<file path="src/rtl/core/lprd_pkg.sv">
// Package for the lidar point range gate and decimation filter.
// Holds the field widths, the register index codes and the configuration bundle.
// No dependencies.
package lprd_pkg;

  localparam int COORD_WIDTH = 24;
  localparam int DECIM_WIDTH = 8;
  localparam int RANGE_WIDTH = 23;
  localparam int INTEN_WIDTH = 16;
  localparam int TIME_WIDTH  = 63;
  localparam int REL_WIDTH   = 32;
  localparam int DIFF_WIDTH  = TIME_WIDTH + 1;
  localparam int CFG_INDEX_WIDTH = 2;
  localparam int CFG_DATA_WIDTH  = RANGE_WIDTH;

  localparam int SQ_WIDTH    = 2 * COORD_WIDTH;
  localparam int SUM_WIDTH   = SQ_WIDTH + 2;
  localparam int BOUND_WIDTH = 2 * RANGE_WIDTH;
  localparam int CMP_WIDTH   = (SUM_WIDTH > BOUND_WIDTH) ? SUM_WIDTH : BOUND_WIDTH;

  localparam logic [DECIM_WIDTH-1:0] DECIM_RESET     = DECIM_WIDTH'(1);
  localparam logic [RANGE_WIDTH-1:0] MIN_RANGE_RESET = '0;
  localparam logic [RANGE_WIDTH-1:0] MAX_RANGE_RESET = '1;
  localparam logic [BOUND_WIDTH-1:0] HI_BOUND_RESET  =
    BOUND_WIDTH'(MAX_RANGE_RESET) * BOUND_WIDTH'(MAX_RANGE_RESET);

  typedef enum logic [CFG_INDEX_WIDTH-1:0] {
    REG_DECIM     = 2'd0,
    REG_MIN_RANGE = 2'd1,
    REG_MAX_RANGE = 2'd2
  } cfg_reg_t;

  typedef struct packed {
    logic [DECIM_WIDTH-1:0] decimation_factor;
    logic [BOUND_WIDTH-1:0] lo_bound;
    logic [BOUND_WIDTH-1:0] hi_bound;
  } cfg_t;

endpackage

</file>
<file path="src/rtl/core/lprd_decim.sv">
// Decimation counter: decides whether the offered point falls on the kept slot.
// Depends on lprd_pkg.
module lprd_decim
  import lprd_pkg::*;
(
  input  logic                   clk,
  input  logic                   rst,
  input  logic                   accept,
  input  logic                   first_of_scan,
  input  logic [DECIM_WIDTH-1:0] decimation_factor,
  output logic                   passes
);

  logic [DECIM_WIDTH-1:0] decim_count;
  logic [DECIM_WIDTH-1:0] decim_count_next;
  logic [DECIM_WIDTH-1:0] factor;
  logic [DECIM_WIDTH-1:0] count_now;
  logic [DECIM_WIDTH:0]   count_inc;

  always_comb begin
    // A factor of zero behaves as one.
    factor    = (decimation_factor == '0) ? DECIM_WIDTH'(1) : decimation_factor;
    count_now = first_of_scan ? '0 : decim_count;
    passes    = (count_now == '0);
    count_inc = {1'b0, count_now} + (DECIM_WIDTH + 1)'(1);
    if (count_inc >= {1'b0, factor}) begin
      decim_count_next = '0;
    end else begin
      decim_count_next = count_inc[DECIM_WIDTH-1:0];
    end
  end

  always_ff @(posedge clk) begin
    if (rst) begin
      decim_count <= '0;
    end else if (accept) begin
      decim_count <= decim_count_next;
    end
  end

endmodule

</file>
<file path="config.mk">
export PLATFORM = sky130hd
export DESIGN_NAME = lprd_decim
export DESIGN_NICKNAME = d
export VERILOG_FILES = /design/src/rtl/core/lprd_pkg.sv /design/src/rtl/core/lprd_decim.sv
export SDC_FILE = /design/constraint.sdc
export NUM_CORES = 1
export LEC_CHECK = 0
export CORE_MARGIN = 1
export CORE_UTILIZATION = 28
export DETAILED_ROUTE_END_ITERATION = 8
export DONT_BUFFER_PORTS = 1
export SKIP_LAST_GASP = 1
export SYNTH_ARGS = -nofsm -noshare
export SYNTH_HDL_FRONTEND = slang
export SYNTH_SLANG_ARGS = --single-unit
</file>
<file path="constraint.sdc">
create_clock -name clk -period 1.76 [get_ports clk]
set_input_delay 0.088 -clock clk [delete_from_list [all_inputs] [get_ports clk]]
set_output_delay 0.088 -clock clk [all_outputs]
set_load 0.005 [all_outputs]
</file>
==> results.py <==
metrics = {
    "run_status": {
        "status": "finished with violations",
        "failed_checks": "negative setup slack",
    },
    "clock_network": {
        "clock_latency_ps": 260,
        "cts_max_level": 1,
        "cts_root_buf": "clkbuf_4",
        "path_clk_slew_ps": 60,
        "cts_buffer_depth": 2,
        "cts.sinks": 8,
        "cts_tree": "done",
        "cts-buffers-inserted": 3,
    },
    "sta": {
        "worst_pin_slew_ps": 522,
        "slew_headroom_pct": 65.1,
        "setup_slack_ps": -333,
        "fin_crit_ps": 2090,
        "maxSlewViolCount": 0,
        "hold_viol": 0,
        "worst_hold_slack_ps": 69.0,
        "max_freq_ghz": 0.478,
        "finalClockSkew_ps": 4.29,
        "period_share_pct": 119,
        "setup_viol": 8,
        "rsz0062_at_grt": "yes",
    },
    "routing": {
        "first_pass_iters": 1,
        "drt-initial-drc-count": 0,
        "ant_nets": 0,
        "viasPerCell": 4.99,
        "vias": 629,
        "routed_wl_mm": 1.55,
        "wl_per_cell_um": 12.3,
        "remaining_drc_errors": 0,
    },
    "run": {
        "max_cap_viol_count": 0,
    },
    "floorplan": {
        "die_h_um": 49.7,
        "core_area_um2": 2040,
        "io_pins": 13,
        "start_util_pct": 31.2,
        "die_area_um2": 2470,
        "chipWidth_um": 49.7,
        "num_rows": 16,
    },
    "yosys": {
        "ys_ff_latch": 8,
        "synth_edf_count": 0,
        "synth_cell_types": 22,
        "synthArstFlopShare_pct": 0,
        "syn_area_um2": 637,
        "synth_top_cell_by_area": "dfxtp_1",
        "synth_top_area_share_pct": 25.1,
        "synth_ff_type": "dfxtp_1",
        "avgSynthCellArea_um2": 7.77,
        "yosys_warnings": 0,
        "ys_seq_area_share_pct": 25.1,
        "synthesis.nets": 102,
        "postSynthCellCount": 82,
        "synth_area_leaders": "dfxtp_1 (25%), ha_1 (16%), nand2_1 (8.3%)",
    },
    "worst_setup_path": {
        "critPathSlowestCell": "dfxtp_4",
        "arrival_ps": 2250,
        "cp_max_fo": 8,
        "cpPeakStageDelay_ps": 360,
        "start_kind": "flip-flop",
        "crit_chain": "and4_4, xnor2_2, nor2_1, ha_1, a211oi_2, nand2_2, a31oi_4, o21ai_4, o31ai_1",
        "required_ps": 1920,
        "r2r_slack_ps": -330,
        "critPathCaptureType": "flip-flop",
        "crit_type": "reg -> reg",
    },
    "cells_and_area": {
        "drive_gt1_share_pct": 40.4,
        "area_growth_pct": 44.2,
        "antenna_cells": 0,
        "post_layout_nonfiller_instances": 126,
        "top_regs": "decim_count: 8 flops",
        "regMostFlops": "decim_count",
        "final_util_pct": 45.0,
        "largest_reg_flops": 8,
        "num-nets-final": 121,
    },
    "placement": {
        "dp_cells": 118,
        "port_buffers": 0,
        "pre_cts_slack_ps": -360,
        "gp_congestion": 0.772,
        "hpwl_mm": 1.11,
    },
    "grt": {
        "overflow": 0,
        "gr-usage-all-layers_pct": 13.7,
        "antenna_found_initial": 0,
        "grt_pass1_wl_mm": 2.48,
        "grt_max_degree": 11,
        "grt_pass1_vias": 588,
    },
    "pwr": {
        "vdd_ir_drop_max_uv": 473,
        "p_leak_nw": 0.389,
        "cellPowerDensity_nw_per_um2": 434,
        "fin_total_pwr_uw": 399,
    },
    "min_path": {
        "hold_class": "in -> reg",
    },
}
## kinds of logic after synthesis
logic type,count (synthesis),synth area share (%)
flops,8,25.1
xor+xnor,7,9.63
fa+ha+maj,8,15.7
buf+inv,9,5.30
simple gates,32,24.0
compound gates,18,20.2
## per-layer routing
layer	vias up	routed length [um]	GRT usage, %
met2	9	782	21.4
met5	-	0	0
met4	0	0	2.86
li1	325	-	-
met1	295	699	17.0
met3	0	65	6.48
## synth_stat cells (2+ instances only)
cell     number
xor2_1        4
xnor2_1       3
and4_4        2
inv_1         8
o21ai_0       4
nand2_1      14
or4_1         2
nor2b_1       2
dfxtp_1       8
o31ai_1       6
a31oi_1       2
nor2_1        9
ha_1          8
nand3_1       2
## worst paths after layout
| kind | startpoint | to | depth (start not counted) |
|---|---|---|---|
| max | decim_count[1] | decim_count[1] | 9 |
| min | first_of_scan | decim_count[0] | 2 |
| max reg2reg | decim_count[1] | decim_count[1] | 9 |
| min reg2reg | decim_count[6] | decim_count[6] | 2 |
## placed cells by master (no fill, tap or decap)
cell	n
buf_4	14
nand2_1	12
nor2_1	9
inv_1	8
ha_1	6
o31ai_2	4
dfxtp_1	4
xor2_1	3
o31ai_1	3
clkbuf_4	3
dfxtp_2	3
nor2b_1	2
and4_4	2
xnor2_2	2
or4_1	2
o21ai_0	2
nand2_2	2
a31oi_4	2
ha_2	2
nor4_1	1
a41o_1	1
nand3_4	1
xor2_2	1
xnor2_1	1
nand3_1	1
o21a_1	1
o21ai_2	1
a21oi_1	1
o21ai_1	1
a211oi_2	1
o21ai_4	1
dfxtp_4	1
dlygate4sd3_1	1
## worst max-delay path, delay by kind of cell, from the launching register on
family                   cells  cell delay (ps)
flip-flops                   1              360
AND/OR/NAND/NOR              3              420
adder cells (fa/ha/maj)      1              330
AO/OA/AOI/OAI                4              750
XOR/XNOR                     1              130
## power by group
part / internal [mW] / switching, mW / total [mW] / leakage, nW
combinational: 0.0318 / 0.0385 / 0.0703 / 0.308
sequential: 0.184 / 0.00344 / 0.187 / 0.0668
clock: 0.0781 / 0.0633 / 0.141 / 0.0138
## per-stage QoR
stage	TNS, ps	instance area, um^2
finish	-2300	918
global route	-3120	918
CTS	-2020	865
detailed placement	-2610	764
global placement	-2130	764
floorplan	-836	659
## repair_timing
action	CTS	global route
setup endpoints to repair	8	8
pin swaps	3	11
gates resized for setup	7	10
hold endpoints to repair	7	0
buffers inserted	3	1
hold buffers	1	0
## layout make-up
cell class,instances,area (um^2)
Inverter,8,30.0
Fill cell,206,1120
Multi-Input combinational cell,65,549
Clock buffer,3,22.5
Sequential cell,8,168
Tap cell,27,33.8
Timing Repair Buffer,15,115
Note: power is estimated with default switching activity, not from simulation.
