## config.mk

```make
export PLATFORM = sky130hd
export DESIGN_NAME = lprd_cfg
export DESIGN_NICKNAME = d
export VERILOG_FILES = /design/src/rtl/core/lprd_pkg.sv /design/src/rtl/core/lprd_cfg.sv
export SDC_FILE = /design/constraint.sdc
export NUM_CORES = 2
export LEC_CHECK = 0
export BUFFER_PORTS_ARGS = -buffer_cell sky130_fd_sc_hd__buf_2
export CAP_MARGIN = 20
export CORE_MARGIN = 1.5
export CORE_UTILIZATION = 55
export DETAILED_ROUTE_END_ITERATION = 10
export PLACE_DENSITY = 0.82
export SETUP_SLACK_MARGIN = 0.15
export SLEW_MARGIN = 20
export SYNTH_ARGS = -nofsm -noshare
export SYNTH_HDL_FRONTEND = slang
export SYNTH_SLANG_ARGS = --single-unit
```

## constraint.sdc

```tcl
create_clock -name clk -period 9.55 [get_ports clk]
set_input_delay 0.4775 -clock clk [delete_from_list [all_inputs] [get_ports clk]]
set_output_delay 0.4775 -clock clk [all_outputs]
set_load 0.005 [all_outputs]
```

## src/rtl/core/lprd_pkg.sv

```systemverilog
// Package for the lidar point range gate and decimation filter.
// Holds the field widths, the register index codes and the configuration bundle.
// No dependencies.
package lprd_pkg;

  localparam int COORD_WIDTH = 24;
  localparam int DECIM_WIDTH = 8;
  localparam int RANGE_WIDTH = 23;
  localparam int INTEN_WIDTH = 16;
  localparam int TIME_WIDTH  = 63;
  localparam int REL_WIDTH   = 32;
  localparam int DIFF_WIDTH  = TIME_WIDTH + 1;
  localparam int CFG_INDEX_WIDTH = 2;
  localparam int CFG_DATA_WIDTH  = RANGE_WIDTH;

  localparam int SQ_WIDTH    = 2 * COORD_WIDTH;
  localparam int SUM_WIDTH   = SQ_WIDTH + 2;
  localparam int BOUND_WIDTH = 2 * RANGE_WIDTH;
  localparam int CMP_WIDTH   = (SUM_WIDTH > BOUND_WIDTH) ? SUM_WIDTH : BOUND_WIDTH;

  localparam logic [DECIM_WIDTH-1:0] DECIM_RESET     = DECIM_WIDTH'(1);
  localparam logic [RANGE_WIDTH-1:0] MIN_RANGE_RESET = '0;
  localparam logic [RANGE_WIDTH-1:0] MAX_RANGE_RESET = '1;
  localparam logic [BOUND_WIDTH-1:0] HI_BOUND_RESET  =
    BOUND_WIDTH'(MAX_RANGE_RESET) * BOUND_WIDTH'(MAX_RANGE_RESET);

  typedef enum logic [CFG_INDEX_WIDTH-1:0] {
    REG_DECIM     = 2'd0,
    REG_MIN_RANGE = 2'd1,
    REG_MAX_RANGE = 2'd2
  } cfg_reg_t;

  typedef struct packed {
    logic [DECIM_WIDTH-1:0] decimation_factor;
    logic [BOUND_WIDTH-1:0] lo_bound;
    logic [BOUND_WIDTH-1:0] hi_bound;
  } cfg_t;

endpackage

```

## src/rtl/core/lprd_cfg.sv

```systemverilog
// Configuration registers of the range gate filter, with the squared range bounds.
// Depends on lprd_pkg.
module lprd_cfg
  import lprd_pkg::*;
(
  input  logic                       clk,
  input  logic                       rst,
  input  logic                       cfg_we,
  input  logic [CFG_INDEX_WIDTH-1:0] cfg_index,
  input  logic [CFG_DATA_WIDTH-1:0]  cfg_data,
  output cfg_t                       cfg
);

  logic [DECIM_WIDTH-1:0] decimation_factor;
  logic [RANGE_WIDTH-1:0] min_range_mm;
  logic [RANGE_WIDTH-1:0] max_range_mm;
  logic [BOUND_WIDTH-1:0] lo_bound;
  logic [BOUND_WIDTH-1:0] hi_bound;

  always_ff @(posedge clk) begin
    if (rst) begin
      decimation_factor <= DECIM_RESET;
      min_range_mm      <= MIN_RANGE_RESET;
      max_range_mm      <= MAX_RANGE_RESET;
    end else if (cfg_we) begin
      case (cfg_reg_t'(cfg_index))
        REG_DECIM:     decimation_factor <= cfg_data[DECIM_WIDTH-1:0];
        REG_MIN_RANGE: min_range_mm      <= cfg_data[RANGE_WIDTH-1:0];
        REG_MAX_RANGE: max_range_mm      <= cfg_data[RANGE_WIDTH-1:0];
        default: ;
      endcase
    end
  end

  // The bounds are registered from the range registers and follow them in the next cycle,
  // which is well inside the time an item needs to reach the range compare.
  always_ff @(posedge clk) begin
    if (rst) begin
      lo_bound <= '0;
      hi_bound <= HI_BOUND_RESET;
    end else begin
      lo_bound <= BOUND_WIDTH'(min_range_mm) * BOUND_WIDTH'(min_range_mm);
      hi_bound <= BOUND_WIDTH'(max_range_mm) * BOUND_WIDTH'(max_range_mm);
    end
  end

  assign cfg.decimation_factor = decimation_factor;
  assign cfg.lo_bound          = lo_bound;
  assign cfg.hi_bound          = hi_bound;

endmodule

```

==> flow_metrics.env <==
export IMPL_finalSetupViolations=0
export IMPL_synthTopCellsByArea="fa_1 (45%), ha_1 (13%), inv_1 (11%)"
export IMPL_cp_cell_sequence="inv_1, nor2_1, fa_1, fa_1, inv_1, fa_1, inv_1, fa_1, fa_1, fa_1, fa_1, ha_1, and2_1, nand3_1, or2_2, a211oi_1, o21ai_0, a211oi_1, o21a_1, o21ai_0"
export IMPL_fmax_mhz=119.0
export IMPL_die_y_um=253.7
export IMPL_nets=4970
export IMPL_drt_initial_drc_count=1869
export IMPL_layout_commonest_cell="inv_1"
export IMPL_hold_violations=0
export IMPL_clock_latency_ns=0.48
export IMPL_hold_path_class="in2reg"
export IMPL_layout_min_cycle_time_ns=8.402
export IMPL_syn_area_per_cell_sq_um=9.112
export IMPL_die_area_sq_um=64370
export IMPL_crit_fanout=21
export IMPL_area_growth_pct=5.740
export IMPL_cts_setup_buffers=0
export IMPL_ys_warnings_count=0
export IMPL_ios=128
export IMPL_clockBufferDepth=2
export IMPL_drc=0
export IMPL_synth_top_area_share_pct=44.59
export IMPL_numCtsBuffers=17
export IMPL_yosys_area_top_type="fa_1"
export IMPL_fin_tns_setup_ns=0
export IMPL_use_met3_pct=8.901
export IMPL_seq_area_frac_synth_pct=8.339
export IMPL_synthArstFlopShare_pct=0
export IMPL_worstPathArrival_ns=8.69
export IMPL_worstMarginPinSlew_ns=1.164
export IMPL_clkTransAtPathRegs_ns=0.07
export IMPL_overflow=0
export IMPL_slowest_delay_ns=0.91
export IMPL_slew_viol_final=0
export IMPL_final_cells=4675
export IMPL_final_period_utilization_pct=87.98
export IMPL_cp_data_required_time_ns=9.84
export IMPL_die_w_um=253.7
export IMPL_hold_buffers=0
export IMPL_htree_levels=4
export IMPL_ys_types=71
export IMPL_core_sq_um=61940
export IMPL_critPathTopFamily="adder cells"
export IMPL_drtPass1Iterations=6
export IMPL_start_util_pct=55.81
export IMPL_rsz0062_at_grt="no"
export IMPL_skew_ns=0.01635
export IMPL_finalWeightedCongestion=1.002
export IMPL_grt_pass1_wl_mm=141.6
export IMPL_critPathLaunchType="flop"
export IMPL_cts_root_buf="clkbuf_16"
export IMPL_ys_flop_type="dfxtp_1"
export IMPL_synth_edf_count=0
export IMPL_gr_usage_met2_pct=44.96
export IMPL_drive_above_1_share_pct=6.178
export IMPL_critPathSlowestCell="dfxtp_1"
export IMPL_layout_common_cells="inv_1 (1001), fa_1 (770), nand2_1 (434)"
export IMPL_crit_buf_inv=3
export IMPL_tritoncts="done"
export IMPL_synth_seq_cells=144
export IMPL_portBuffers=125
export IMPL_fill_cells=5153
export IMPL_via_count=25280
export IMPL_cap_viol_max_count=0
export IMPL_clock_sinks=144
export IMPL_syn_area_sq_um=34570
export IMPL_grt_start_max_net_pins=85
export IMPL_synth_cells=3794
export IMPL_worstSetupEndpointType="flop"
export IMPL_fp_row_count=91
export IMPL_placedCellCount=4641
export IMPL_status="finished, final reports clean"
export IMPL_max_slew_margin_pct=21.94
export IMPL_dp_hpwl_mm=71.32
export IMPL_antenna_left=0
export IMPL_routedWlPerCell_um=18.41
export IMPL_grt_usage_pct=28.62
export IMPL_cpMostUsedCell="fa_1"
export IMPL_antenna_found_initial=6
export IMPL_path_class="reg2reg"
export IMPL_use_met1_pct=38.05
export IMPL_postCtsResizedCells=0
export IMPL_wl_mm=86.09
export IMPL_grt_pass1_vias=27360
export IMPL_top_usage_layer="met2"
export IMPL_via_per_inst=5.408
flip-flops by register name, indices dropped and copies added (netlist names):
signal             cells
hi_bound              45
min_range_mm          23
max_range_mm          23
lo_bound              45
decimation_factor      8
cell type report:
| type | count | area, sq um | share of cell area [%] |
|---|---|---|---|
| Sequential cell | 144 | 2884 | 7.890 |
| Inverter | 1002 | 3761 | 10.29 |
| Multi-Input combinational cell | 2496 | 27350 | 74.81 |
| Clock inverter | 15 | 178.9 | 0.4895 |
| Timing Repair Buffer | 162 | 905.9 | 2.478 |
| Tap cell | 837 | 1047 | 2.865 |
| Antenna cell | 2 | 5.005 | 0.01369 |
| Clock buffer | 17 | 425.4 | 1.164 |
kinds of logic (layout without fill, tap and decap cells):
logic type               after synthesis  count (layout)  synth area share [%]
AO/OA/AOI/OAI                        334             334                 6.298
XOR/XNOR                              91              91                 2.305
adder cells (fa/ha/maj)             1119            1119                 57.22
buffers and inverters               1155            1196                 12.59
flip-flops                           144             144                 8.339
multiplexers                          24              24                0.7275
other                                  1               4               0.01085
AND/OR/NAND/NOR                      926             926                 12.51
per-layer routing:
| metal | routed length [um] | vias up | share of wire [%] |
|---|---|---|---|
| met4 | 2545 | 10 | 3.0 |
| met3 | 9786 | 206 | 11 |
| li1 | - | 11300 | - |
| met2 | 39760 | 1171 | 46 |
| met5 | 59 | - | 0.069 |
| met1 | 33940 | 12590 | 39 |
per-stage QoR:
stage / util [%] / setup slack (ns) / hold slack, ns / cell area, sq um
finish: 59.02 / 1.148 / 0.2228 / 36560
detailed placement: 58.02 / 1.504 / 0.4588 / 35940
floorplan: - / 2.903 / 0.4666 / 34570
global placement: 58.02 / 1.635 / 0.4523 / 35940
global route: 59.01 / 0.9481 / 0.2355 / 36550
CTS: 59.00 / 1.454 / 0.2096 / 36540
path summary, 6_finish.rpt:
path	startpoint	end	slack, ns	cells past startpoint
max reg2reg	max_range_mm[7]	hi_bound[43]	1.15	20
min reg2reg	decimation_factor[0]	decimation_factor[0]	0.47	2
max	max_range_mm[7]	hi_bound[43]	1.15	20
min	cfg_data[19]	max_range_mm[19]	0.22	3
worst min-delay path: cells and delay by family:
kind	cells	cell delay, ns
buffers and inverters	1	0.09
AND/OR/NAND/NOR	2	0.10
cell usage after synthesis (13+ instances only):
cell type and number:
inv_1 1001, fa_1 770, nand2_1 434, ha_1 349
and2_1 208, nor2_1 149, dfxtp_1 144, clkbuf_1 143
a21oi_1 114, xnor2_1 53, o21ai_0 46, a21o_1 44
xor2_1 38, nand3_1 25, nand4_1 23, nor2b_1 23
o21bai_1 19, o211ai_1 18, nor3_1 17, mux2i_1 15
o21a_1 14, a211oi_1 13
Power is not shown: default switching activity piles up to over one toggle a cycle in this logic, so the estimate is an artifact.
