$ cat config.mk
export PLATFORM = sky130hd
export DESIGN_NAME = lprd_pipe
export DESIGN_NICKNAME = d
export VERILOG_FILES = /design/src/rtl/core/lprd_pkg.sv /design/src/rtl/core/lprd_pipe.sv
export SDC_FILE = /design/constraint.sdc
export NUM_CORES = 2
export LEC_CHECK = 0
export ABC_AREA = 1
export BUFFER_PORTS_ARGS = -buffer_cell sky130_fd_sc_hd__buf_4
export CORE_MARGIN = 2
export CORE_UTILIZATION = 40
export CTS_CLUSTER_SIZE = 20
export DETAILED_ROUTE_END_ITERATION = 8
export PLACE_DENSITY = 0.57
export RECOVER_POWER = 25
export SETUP_SLACK_MARGIN = 0.4
export SYNTH_ARGS = -nofsm -noshare
export SYNTH_HDL_FRONTEND = slang
export SYNTH_SLANG_ARGS = --single-unit
$ cat constraint.sdc
create_clock -name clk -period 9.9 [get_ports clk]
set_input_delay 1.485 -clock clk [delete_from_list [all_inputs] [get_ports clk]]
set_output_delay 1.485 -clock clk [all_outputs]
set_load 0.1 [all_outputs]
$ cat src/rtl/core/lprd_pkg.sv
// Package for the lidar point range gate and decimation filter.
// Holds the field widths, the register index codes and the configuration bundle.
// No dependencies.
package lprd_pkg;

  localparam int COORD_WIDTH = 24;
  localparam int DECIM_WIDTH = 8;
  localparam int RANGE_WIDTH = 23;
  localparam int INTEN_WIDTH = 16;
  localparam int TIME_WIDTH  = 63;
  localparam int REL_WIDTH   = 32;
  localparam int DIFF_WIDTH  = TIME_WIDTH + 1;
  localparam int CFG_INDEX_WIDTH = 2;
  localparam int CFG_DATA_WIDTH  = RANGE_WIDTH;

  localparam int SQ_WIDTH    = 2 * COORD_WIDTH;
  localparam int SUM_WIDTH   = SQ_WIDTH + 2;
  localparam int BOUND_WIDTH = 2 * RANGE_WIDTH;
  localparam int CMP_WIDTH   = (SUM_WIDTH > BOUND_WIDTH) ? SUM_WIDTH : BOUND_WIDTH;

  localparam logic [DECIM_WIDTH-1:0] DECIM_RESET     = DECIM_WIDTH'(1);
  localparam logic [RANGE_WIDTH-1:0] MIN_RANGE_RESET = '0;
  localparam logic [RANGE_WIDTH-1:0] MAX_RANGE_RESET = '1;
  localparam logic [BOUND_WIDTH-1:0] HI_BOUND_RESET  =
    BOUND_WIDTH'(MAX_RANGE_RESET) * BOUND_WIDTH'(MAX_RANGE_RESET);

  typedef enum logic [CFG_INDEX_WIDTH-1:0] {
    REG_DECIM     = 2'd0,
    REG_MIN_RANGE = 2'd1,
    REG_MAX_RANGE = 2'd2
  } cfg_reg_t;

  typedef struct packed {
    logic [DECIM_WIDTH-1:0] decimation_factor;
    logic [BOUND_WIDTH-1:0] lo_bound;
    logic [BOUND_WIDTH-1:0] hi_bound;
  } cfg_t;

endpackage

$ cat src/rtl/core/lprd_pipe.sv
// Three-stage datapath: input register, squares and relative time, range gate
// and output register. Depends on lprd_pkg.
module lprd_pipe
  import lprd_pkg::*;
(
  input  logic                          clk,
  input  logic                          rst,
  input  logic                          accept,
  input  logic                          load,
  output logic                          in_ready,
  input  logic signed [COORD_WIDTH-1:0] x_in,
  input  logic signed [COORD_WIDTH-1:0] y_in,
  input  logic signed [COORD_WIDTH-1:0] z_in,
  input  logic [INTEN_WIDTH-1:0]        inten_in,
  input  logic [TIME_WIDTH-1:0]         point_time_in,
  input  logic [TIME_WIDTH-1:0]         scan_start_in,
  input  cfg_t                          cfg,
  output logic                          out_valid,
  input  logic                          out_ready,
  output logic signed [COORD_WIDTH-1:0] x_out,
  output logic signed [COORD_WIDTH-1:0] y_out,
  output logic signed [COORD_WIDTH-1:0] z_out,
  output logic [INTEN_WIDTH-1:0]        intensity_out,
  output logic signed [REL_WIDTH-1:0]   rel_time_ns
);

  // Stage 1: captured point.
  logic                          s1_valid;
  logic signed [COORD_WIDTH-1:0] s1_x, s1_y, s1_z;
  logic [INTEN_WIDTH-1:0]        s1_inten;
  logic [TIME_WIDTH-1:0]         s1_pt, s1_st;

  // Stage 2: squares and saturated relative time.
  logic                          s2_valid;
  logic signed [COORD_WIDTH-1:0] s2_x, s2_y, s2_z;
  logic [INTEN_WIDTH-1:0]        s2_inten;
  logic [SQ_WIDTH-1:0]           s2_sqx, s2_sqy, s2_sqz;
  logic signed [REL_WIDTH-1:0]   s2_rel;

  logic s3_free, s2_free, s1_free;

  logic signed [SQ_WIDTH-1:0]   sqx, sqy, sqz;
  logic [DIFF_WIDTH-1:0]        diff;
  logic signed [REL_WIDTH-1:0]  rel_sat;
  logic [CMP_WIDTH-1:0]         range_sq;
  logic                         in_range;

  assign s3_free  = !out_valid || out_ready;
  assign s2_free  = !s2_valid || s3_free;
  assign s1_free  = !s1_valid || s2_free;
  assign in_ready = s1_free;

  always_comb begin
    sqx  = SQ_WIDTH'(s1_x) * SQ_WIDTH'(s1_x);
    sqy  = SQ_WIDTH'(s1_y) * SQ_WIDTH'(s1_y);
    sqz  = SQ_WIDTH'(s1_z) * SQ_WIDTH'(s1_z);
    diff = {1'b0, s1_pt} - {1'b0, s1_st};
    // Clamp the 64-bit difference to the signed 32-bit range.
    if (!diff[DIFF_WIDTH-1] && (diff[DIFF_WIDTH-2:REL_WIDTH-1] != '0)) begin
      rel_sat = {1'b0, {(REL_WIDTH-1){1'b1}}};
    end else if (diff[DIFF_WIDTH-1] && (diff[DIFF_WIDTH-2:REL_WIDTH-1] != '1)) begin
      rel_sat = {1'b1, {(REL_WIDTH-1){1'b0}}};
    end else begin
      rel_sat = diff[REL_WIDTH-1:0];
    end
  end

  // The sum is kept at full width; a 64-bit saturation would not change the
  // outcome of the compare because both bounds lie far below it.
  always_comb begin
    range_sq = CMP_WIDTH'(s2_sqx) + CMP_WIDTH'(s2_sqy) + CMP_WIDTH'(s2_sqz);
    in_range = (range_sq >= CMP_WIDTH'(cfg.lo_bound)) &&
               (range_sq <= CMP_WIDTH'(cfg.hi_bound));
  end

  always_ff @(posedge clk) begin
    if (rst) begin
      s1_valid  <= 1'b0;
      s2_valid  <= 1'b0;
      out_valid <= 1'b0;
    end else begin
      if (s1_free) begin
        s1_valid <= load;
      end
      if (s2_free) begin
        s2_valid <= s1_valid;
      end
      if (s3_free) begin
        out_valid <= s2_valid && in_range;
      end
    end
  end

  always_ff @(posedge clk) begin
    if (accept) begin
      s1_x     <= x_in;
      s1_y     <= y_in;
      s1_z     <= z_in;
      s1_inten <= inten_in;
      s1_pt    <= point_time_in;
      s1_st    <= scan_start_in;
    end
    if (s2_free && s1_valid) begin
      s2_x     <= s1_x;
      s2_y     <= s1_y;
      s2_z     <= s1_z;
      s2_inten <= s1_inten;
      s2_sqx   <= sqx;
      s2_sqy   <= sqy;
      s2_sqz   <= sqz;
      s2_rel   <= rel_sat;
    end
    if (s3_free && s2_valid) begin
      x_out         <= s2_x;
      y_out         <= s2_y;
      z_out         <= s2_z;
      intensity_out <= s2_inten;
      rel_time_ns   <= s2_rel;
    end
  end

endmodule

==> impl_metrics.ini <==
[logic_synthesis]
synth-seq-cells = 595
synth_top_family_by_area = adder cells
syn-cell-area_um2 = 88200
synth_xor_area_share_pct = 2.66
synth_edf_count = 592
synth_area_leaders = fa_1 39%, edfxtp_1 20%, inv_1 12%
syn_inst = 9601
async_reset_ff_share_pct = 0
ys_seq_area_share_pct = 20.2
yosysMostFrequentCell = inv_1
netlist.area_leader.share_pct = 39.0
muxShareOfSynthArea_pct = 0
postSynthAreaPerCell_um2 = 9.19
yosys_warnings = 0
ys.flop_type = edfxtp_1
synth_fa_ha_area_share_pct = 48.0
synth.distinct_cells = 51
synth_compound_area_share_pct = 3.96
synthTopCellsByCount = 2915 x inv_1, 1959 x nand2_1, 1718 x fa_1, 634 x ha_1, 592 x edfxtp_1
yosys.area_share.simple_pct = 11.9
netlist.top_cell.by_area = fa_1

[clock_network]
cts_tree = built
clkTransAtPathRegs_ps = 60
cts_sinks = 595
cts_inserted_buffers = 72
post_cts_buffers = 0
cts_buffer_depth = 3
clk_latency_ps = 730
htree_num_levels = 3
cts-root-buf = clkbuf_16
cts_hold_buf = 0
post_cts_resized = 0

[sta]
slew_viol_final = 458
clock_skew_ps = 71.1
rsz0062_at_grt = no
worst_pin_slew_ps = 2080
timing.final.ws_setup_ps = 1260
fin_crit_sh_pct = 87.3
setup_viol = 0
hold_viol_final = 0
fmax_mhz = 116
fin_tns_setup_ps = 0
relSlewSlack_pct = -38.5
min_period_ps = 8640

[setup_path]
slowest_stage = clkbuf_1
worst-setup-path-type = flip-flop to flip-flop
worst_ep_required_time_ps = 10310
slowest_delay_ps = 1230
cp-end-kind = flip-flop
worstPathArrival_ps = 9050
crit_top_cell = fa_1
crit_chain = clkbuf_1 > nand2_1 > inv_1 > fa_1 > fa_1 > inv_1 > fa_1 > inv_1 > fa_1 > fa_1 > fa_1 > fa_1 > ha_1 > nand2_1 > nor2_1 > inv_1 > nor4_1 > nand3_1 > nand3_1 > a21oi_1 > xnor2_1
start_kind = flip-flop
cp_top_family = adder cells
worstPathMaxFanout = 26
path_buf_inv = 5

[finish]
antenna_cells = 0
fillers = 21466
final_cells = 12952
syn2layout_area_growth_pct = 10.4
drive_gt1_share_pct = 6.70
nNetsFinal = 12694

[grt]
track_usage_pct = 21.7
overflow = 0
antenna_found_initial = 3
grt_pass1_vias = 67936
grt_max_degree = 139
grt_pass1_wl_um = 377000

[run]
cap_violations = 17

[die]
start_util_pct = 40.2
io_pins = 441
die_width_um = 474
die_h_um = 474
die_area_um2 = 224000
rows = 172
core_um2 = 220000

[status]
violations = capacitance limit, slew limit
status = complete, but fails checks

[placement]
place_congestion = 0.941
dp.cells = 12820
hpwl_um = 200000
place_ws_ps = 1790
port_buffers = 432

[route]
drtIter0Drc = 3664
via_per_inst = 4.77
drt-total-wl_um = 235000
ant_nets = 0
wl_per_cell_um = 18.1
vias = 61759
drc_errors = 0
firstDrtPassIters = 5

[hold_path]
hold_path_class = flip-flop to flip-flop
-- final cells by class --
type / instances / area [µm²] / share of cell area (%)
inverter: 2930 / 11000 / 11.3
multi-input combinational: 5897 / 58700 / 60.2
clock inverter: 47 / 533 / 0.547
tap: 2871 / 3590 / 3.69
sequential: 595 / 17800 / 18.3
timing repair buffer: 527 / 3920 / 4.02
clock buffer: 85 / 1850 / 1.90
-- flip-flops by register name, summed over array words and instances, names as in the netlist, 32 cells and up --
signal / count
rel_time_ns: 32
s1_pt: 63
s1_st: 63
s2_rel: 32
s2_sqx: 46
s2_sqy: 46
s2_sqz: 46
-- per-layer routing --
metal / up-vias / part of all wire, % / routed length [µm] / global-route usage, %
li1: 29013 / - / - / -
met1: 31039 / 45 / 107000 / 30.6
met2: 1463 / 47 / 111000 / 35.9
met3: 244 / 5.0 / 11600 / 2.41
met4: 0 / 2.4 / 5670 / 5.30
met5: - / 0 / 0 / 0
-- final timing paths --
kind,start,endpoint,slack (ps),cells past startpoint
setup / recovery,s1_z[1]$_DFFE_PP_,s2_sqz[46]$_DFFE_PP_,1260,21
setup reg to reg,s1_z[1]$_DFFE_PP_,s2_sqz[46]$_DFFE_PP_,1260,21
hold / removal,s1_inten[8]$_DFFE_PP_,s2_inten[8]$_DFFE_PP_,400,0
hold reg to reg,s1_inten[8]$_DFFE_PP_,s2_inten[8]$_DFFE_PP_,400,0
-- through the flow --
stage                     utilization (%)  hold slack, ps  cell area, µm²
after global placement               43.3             401           95100
after detailed placement             43.3             405           95100
after CTS                            44.4             385           97500
after floorplan                         -             400           88200
after global routing                 44.4             412           97400
final                                44.4             399           97400
-- cell families after synthesis --
logic type               Yosys count
adder cells (fa/ha/maj)         2352
other                              2
flip-flops                       595
AO/OA/AOI/OAI                    626
AND/OR/NAND/NOR                 2648
XOR/XNOR                         268
buffers and inverters           3110
-- placed cells by master (no fill, tap or decap), types with 7 or more instances in the layout --
| cell | instances |
|---|---|
| clkbuf_1 | 32 |
| nor4_1 | 14 |
| xnor2_1 | 99 |
| inv_1 | 2914 |
| buf_4 | 343 |
| o21a_1 | 18 |
| o21bai_1 | 31 |
| nand3_1 | 116 |
| nand3b_1 | 8 |
| nand4_1 | 48 |
| a31oi_1 | 37 |
| nand2_1 | 1959 |
| o21ai_0 | 156 |
| clkinv_1 | 15 |
| nand2_2 | 7 |
| clkbuf_4 | 162 |
| a21oi_1 | 319 |
| fa_1 | 1718 |
| ha_1 | 634 |
| clkbuf_16 | 72 |
| clkinv_2 | 8 |
| edfxtp_1 | 592 |
| xor2_1 | 169 |
| inv_2 | 13 |
| nor3_1 | 30 |
| nor2_2 | 16 |
| a211oi_1 | 7 |
| a21o_1 | 16 |
| o211ai_1 | 12 |
| or2_2 | 8 |
| nor2_1 | 422 |
-- worst reg2reg max path: stages, from the launching register on --
cell	delay (ps)
edfxtp_1	320
clkbuf_1	1230
nand2_1	290
inv_1	170
fa_1	590
fa_1	750
inv_1	230
fa_1	760
inv_1	260
fa_1	510
fa_1	600
fa_1	440
fa_1	450
ha_1	360
nand2_1	110
nor2_1	190
inv_1	110
nor4_1	390
nand3_1	120
nand3_1	200
a21oi_1	120
xnor2_1	140
Power is left out: the tool's default activity adds up to more than one toggle a clock period on the data nets, which glitch-free logic cannot reach.
